File: src/design/sbo_pkg.sv
// ----------------------------------------------------------------------------
// sbo_pkg: shared types and constants for the sphere/box overlap test
// Field widths, datapath widths and the control word of the shared
// multiply-accumulate unit.
// ----------------------------------------------------------------------------
`default_nettype none

package sbo_pkg;

  // field widths
  localparam int POSITION_BITS = 32;
  localparam int SCALE_BITS    = 16;
  localparam int EXT_BITS      = 31;

  // scaled extent: ext * scale
  localparam int H_W    = EXT_BITS + SCALE_BITS;
  // centre distance at doubled Q.24 scale
  localparam int C_W    = POSITION_BITS + 9;
  // width of every value that gets squared
  localparam int SQ_W   = (H_W + 1 > C_W) ? H_W + 1 : C_W;
  // shared multiplier
  localparam int MUL_W  = 32;
  localparam int PROD_W = 2 * MUL_W;
  localparam int HI_W   = SQ_W - MUL_W;
  // signed accumulator: three squares minus one square
  localparam int ACC_W  = 2 * SQ_W + 3;

  typedef logic signed [POSITION_BITS-1:0] pos_t;
  typedef logic [POSITION_BITS-1:0]        dist_t;
  typedef logic [SCALE_BITS-1:0]           scale_t;
  typedef logic [EXT_BITS-1:0]             ext_t;
  typedef logic [H_W-1:0]                  h_t;
  typedef logic [SQ_W-1:0]                 sq_t;
  typedef logic [MUL_W-1:0]                mul_t;
  typedef logic [PROD_W-1:0]               prod_t;
  typedef logic signed [ACC_W-1:0]         acc_t;

  typedef enum logic [1:0] {
    OP_STORE_SPHERE = 2'd0,
    OP_STORE_BOX    = 2'd1,
    OP_TEST_SPHERE  = 2'd2,
    OP_TEST_BOX     = 2'd3
  } opcode_t;

  // weight of a partial product inside the accumulator
  typedef enum logic [1:0] {
    SHIFT_NONE  = 2'd0,
    SHIFT_WORD  = 2'd1,
    SHIFT_DWORD = 2'd2
  } shift_t;

  // control word from the sequencer to the multiply-accumulate unit
  typedef struct packed {
    logic   issue;    // load the product register
    logic   acc_en;   // add the product into the accumulator next cycle
    logic   acc_clr;  // clear the accumulator
    shift_t shift;
    logic   dbl;      // cross term, counted twice
    logic   neg;      // subtract instead of add
  } mac_ctl_t;

endpackage

`default_nettype wire

File: src/design/sbo_mac.sv
// ----------------------------------------------------------------------------
// sbo_mac: shared multiplier with signed accumulator
// 32x32 unsigned multiply into a product register, then a weighted
// add or subtract of that product into the accumulator in the following cycle.
// ----------------------------------------------------------------------------
`default_nettype none

module sbo_mac (
  input  logic               clk,
  input  logic               rst,
  input  sbo_pkg::mac_ctl_t  ctl,
  input  sbo_pkg::mul_t      a,
  input  sbo_pkg::mul_t      b,
  output sbo_pkg::prod_t     prod,
  output sbo_pkg::acc_t      acc
);

  logic             stage_en;
  sbo_pkg::shift_t  stage_shift;
  logic             stage_dbl;
  logic             stage_neg;
  sbo_pkg::acc_t    term;
  sbo_pkg::acc_t    prod_ext;

  // staged control, aligned with the product register
  always_ff @(posedge clk) begin
    if (rst) begin
      stage_en <= 1'b0;
    end else begin
      stage_en <= ctl.issue & ctl.acc_en;
    end
  end

  // product register and staged weighting
  always_ff @(posedge clk) begin
    if (ctl.issue) begin
      prod        <= a * b;
      stage_shift <= ctl.shift;
      stage_dbl   <= ctl.dbl;
      stage_neg   <= ctl.neg;
    end
  end

  // weight the product by its position in the square
  always_comb begin
    prod_ext = sbo_pkg::acc_t'(prod);
    case (stage_shift)
      sbo_pkg::SHIFT_NONE:  term = prod_ext;
      sbo_pkg::SHIFT_WORD:  term = prod_ext << sbo_pkg::MUL_W;
      sbo_pkg::SHIFT_DWORD: term = prod_ext << (2 * sbo_pkg::MUL_W);
      default:              term = prod_ext;
    endcase
    if (stage_dbl) begin
      term = term << 1;
    end
  end

  // accumulator
  always_ff @(posedge clk) begin
    if (ctl.acc_clr) begin
      acc <= '0;
    end else if (stage_en) begin
      acc <= stage_neg ? acc - term : acc + term;
    end
  end

endmodule

`default_nettype wire

File: config.mk
export PLATFORM = sky130hd
export DESIGN_NAME = sbo_mac
export DESIGN_NICKNAME = d
export VERILOG_FILES = /design/src/design/sbo_pkg.sv /design/src/design/sbo_mac.sv
export SDC_FILE = /design/constraint.sdc
export NUM_CORES = 2
export LEC_CHECK = 0
export BUFFER_PORTS_ARGS = -buffer_cell sky130_fd_sc_hd__buf_2
export CAP_MARGIN = 20
export CORE_UTILIZATION = 66
export CTS_CLUSTER_DIAMETER = 30
export DETAILED_ROUTE_END_ITERATION = 10
export MAX_ROUTING_LAYER = met4
export PLACE_DENSITY = 0.85
export SLEW_MARGIN = 20
export SYNTH_ARGS = -nofsm -noshare
export SYNTH_HDL_FRONTEND = slang
export SYNTH_SLANG_ARGS = --single-unit
File: constraint.sdc
create_clock -name clk -period 9.25 [get_ports clk]
set_input_delay 0.925 -clock clk [delete_from_list [all_inputs] [get_ports clk]]
set_output_delay 0.925 -clock clk [all_outputs]
set_load 0.01 [all_outputs]
==> impl_metrics.yaml <==
status:
  status: "complete, no violations"
placed_design:
  numPortBuffers: 235
  routabilityCongestion: 1.02
  dp_hpwl_mm: 133
sta:
  relSlewSlack_pct: 27.3
  fin_skew_ns: 0.0274
  tns_ns: 0
  fmax_mhz: 117
  rsz0062_at_grt: "no"
  hold_violations: 0
  fin_crit_sh_pct: 92.6
  period_needed_ns: 8.56
  maxSlewViolCount: 0
  worst_slew_pin_slew_ns: 1.08
  setup_violations: 0
route:
  post_drt_via_cell_ratio: 6.26
  drtPass1Iterations: 6
  num_vias: 43695
  avgRoutedWirePerCell_um: 23.4
  drtAntennaViolNets: 0
  wl_mm: 163
  drt_iter0_markers: 4402
  drc: 0
setup_path:
  endpoint_kind: "flip-flop"
  max_stage_delay_ns: 0.54
  r2r_slack_ns: 1.20
  startpoint_type: "input port"
  crit_top_cell: "fa_1"
  slowest_stage: "fa_1"
  crit_required_ns: 9.46
  cp_data_arrival_time_ns: 8.78
  critical_path.max_fanout: 18
  worstSetupPathType: "input port to flip-flop"
yosys:
  synth.most_common_cell: "inv_1"
  synth-xor-area-share_pct: 3.54
  yosysUniqueCellTypes: 97
  synthMuxAreaShare_pct: 0.927
  yosysWarnings: 0
  yosysTopAreaCell: "fa_1"
  ys_seq_area_share_pct: 8.01
  synth_top_family_by_area: "adder cells"
  avgSynthCellArea_sq_um: 8.46
  synth-main-ff-cell: "dfxtp_1"
  synth_common_cells: "inv_1 (906), fa_1 (897), and2_1 (672)"
  syn_inst: 5968
  synth-edff-count: 68
  yosys.area_share.simple_pct: 20.1
  synth_fa_ha_area_share_pct: 44.6
  yosys.area.top_type_share_pct: 35.6
  ys_ff_latch: 168
  synth_fp_nets: 7302
  syn_area_sq_mm: 0.0505
  synth-async-reset-ratio_pct: 0
  netlist_top_cells_area: "fa_1 (36%), ha_1 (9.0%), and2_1 (8.3%)"
  synth_compound_area_share_pct: 13.3
global_route:
  grtUsageMet1_pct: 57.4
  grt_pass1_wl_mm: 251
  grt_start_max_net_pins: 70
  grt_overflow: 0
  busiest_layer: "met2"
  grt_antenna_before_repair: 2
  use_met2_pct: 66.6
  grt_use_total_pct: 43.6
  first_global_vias: 43824
  met3_usage_pct: 8.58
clock_tree:
  cts_hold_buf: 0
  clk_pin_slew_worst_paths_ns: 0.09
  cts-root-buf: "clkbuf_16"
  htree_levels: 4
  cts_buffers: 17
  cts_repair_resize_count: 0
  cts_tree: "yes"
  cts.sinks: 168
  cts_buffer_depth: 2
  insertion_delay_ns: 0.47
  post_cts_buffers: 0
floorplan:
  coreArea_sq_mm: 0.0758
  io_pins: 236
  die_h_um: 279
  start_util_pct: 66.6
  fp.dieArea_sq_mm: 0.0776
  die_w_um: 279
  num_rows: 101
run:
  maxCapViolations: 0
min_path:
  hold_path_class: "flip-flop to flip-flop"
cells_and_area:
  area_delta_synth_final_pct: 4.99
  fin_nets: 7319
  drive_gt1_share_pct: 7.37
sequential cells by signal, summed over array words and instances (netlist names):
| signal | count |
|---|---|
| stage_en | 1 |
| stage_dbl | 1 |
| prod | 64 |
| stage_neg | 1 |
| acc | 99 |
| stage_shift | 2 |
cell usage in the layout, fill, tap and decap left out, drive strengths merged, types with 18 or more instances in the layout:
| cell type | instances |
|---|---|
| a211oi | 49 |
| xnor2 | 111 |
| o211ai | 25 |
| a31oi | 51 |
| and2 | 677 |
| ha | 364 |
| buf | 356 |
| clkbuf | 18 |
| o21a | 39 |
| and3 | 42 |
| mux2i | 34 |
| nand4 | 51 |
| nor3 | 61 |
| xor2 | 93 |
| inv | 919 |
| o21bai | 26 |
| a22oi | 50 |
| fa | 897 |
| or2 | 18 |
| nand2 | 658 |
| a221o | 21 |
| nand3 | 60 |
| a21o | 103 |
| a21oi | 284 |
| nor4 | 22 |
| nor2 | 269 |
| dfxtp | 100 |
| nor2b | 45 |
| o21ai | 221 |
| edfxtp | 68 |
| nand2b | 24 |
kinds of logic (layout without fill, tap and decap cells):
| family | after synthesis | after routing |
|---|---|---|
| other | 0 | 2 |
| AOI/OAI and AO/OA | 1033 | 1033 |
| xor gates and xnor gates | 204 | 204 |
| buffers and inverters | 1267 | 1297 |
| adders and majority gates | 1261 | 1261 |
| and+or+nand+nor | 1991 | 1991 |
| DFF | 168 | 168 |
| muxes | 44 | 44 |
final cells by class:
class	instances	area [sq um]
Clock inverter	14	173
Inverter	909	3410
Tap cell	978	1220
Clock buffer	18	439
Antenna cell	2	5.00
Multi-Input combinational cell	4533	41600
Timing Repair Buffer	356	2080
Fill cell	5869	22800
Sequential cell	168	4050
through the flow:
step / instance area, sq um / setup WS [ns] / util [%] / hold slack, ns / cells
6_report: 53000 / 0.687 / 69.9 / 0.487 / 6978
3_5_place_dp: 52400 / 0.296 / 69.1 / 0.481 / 6944
2_1_floorplan: 50500 / 1.18 / - / 0.498 / 5968
4_1_cts: 53000 / 0.818 / 69.9 / 0.492 / 6976
5_1_grt: 53000 / 0.376 / 69.9 / 0.502 / 6978
3_3_place_gp: 52400 / 0.530 / 69.1 / 0.471 / 6944
critical path, delay by kind of cell:
kind / cells / cell delay (ns)
adders and majority gates: 9 / 4.20
AOI/OAI and AO/OA: 5 / 1.38
and+or+nand+nor: 4 / 0.78
buffers and inverters: 9 / 1.49
per-layer routing:
metal | vias to the layer above | routed length (um)
met1 | 21420 | 64100
met3 | 428 | 18600
met5 | - | 0
li1 | 19189 | -
met2 | 2658 | 73100
met4 | 0 | 7640
final timing paths:
| path | startpoint | to | depth (start not counted) |
|---|---|---|---|
| setup / recovery | b[4] | prod[63] | 27 |
| hold / removal | acc[3] | acc[3] | 2 |
| setup reg to reg | stage_dbl | acc[98] | 23 |
| hold reg to reg | acc[3] | acc[3] | 2 |
Power is not shown: default switching activity piles up to over one toggle a cycle in this logic, so the estimate is an artifact.
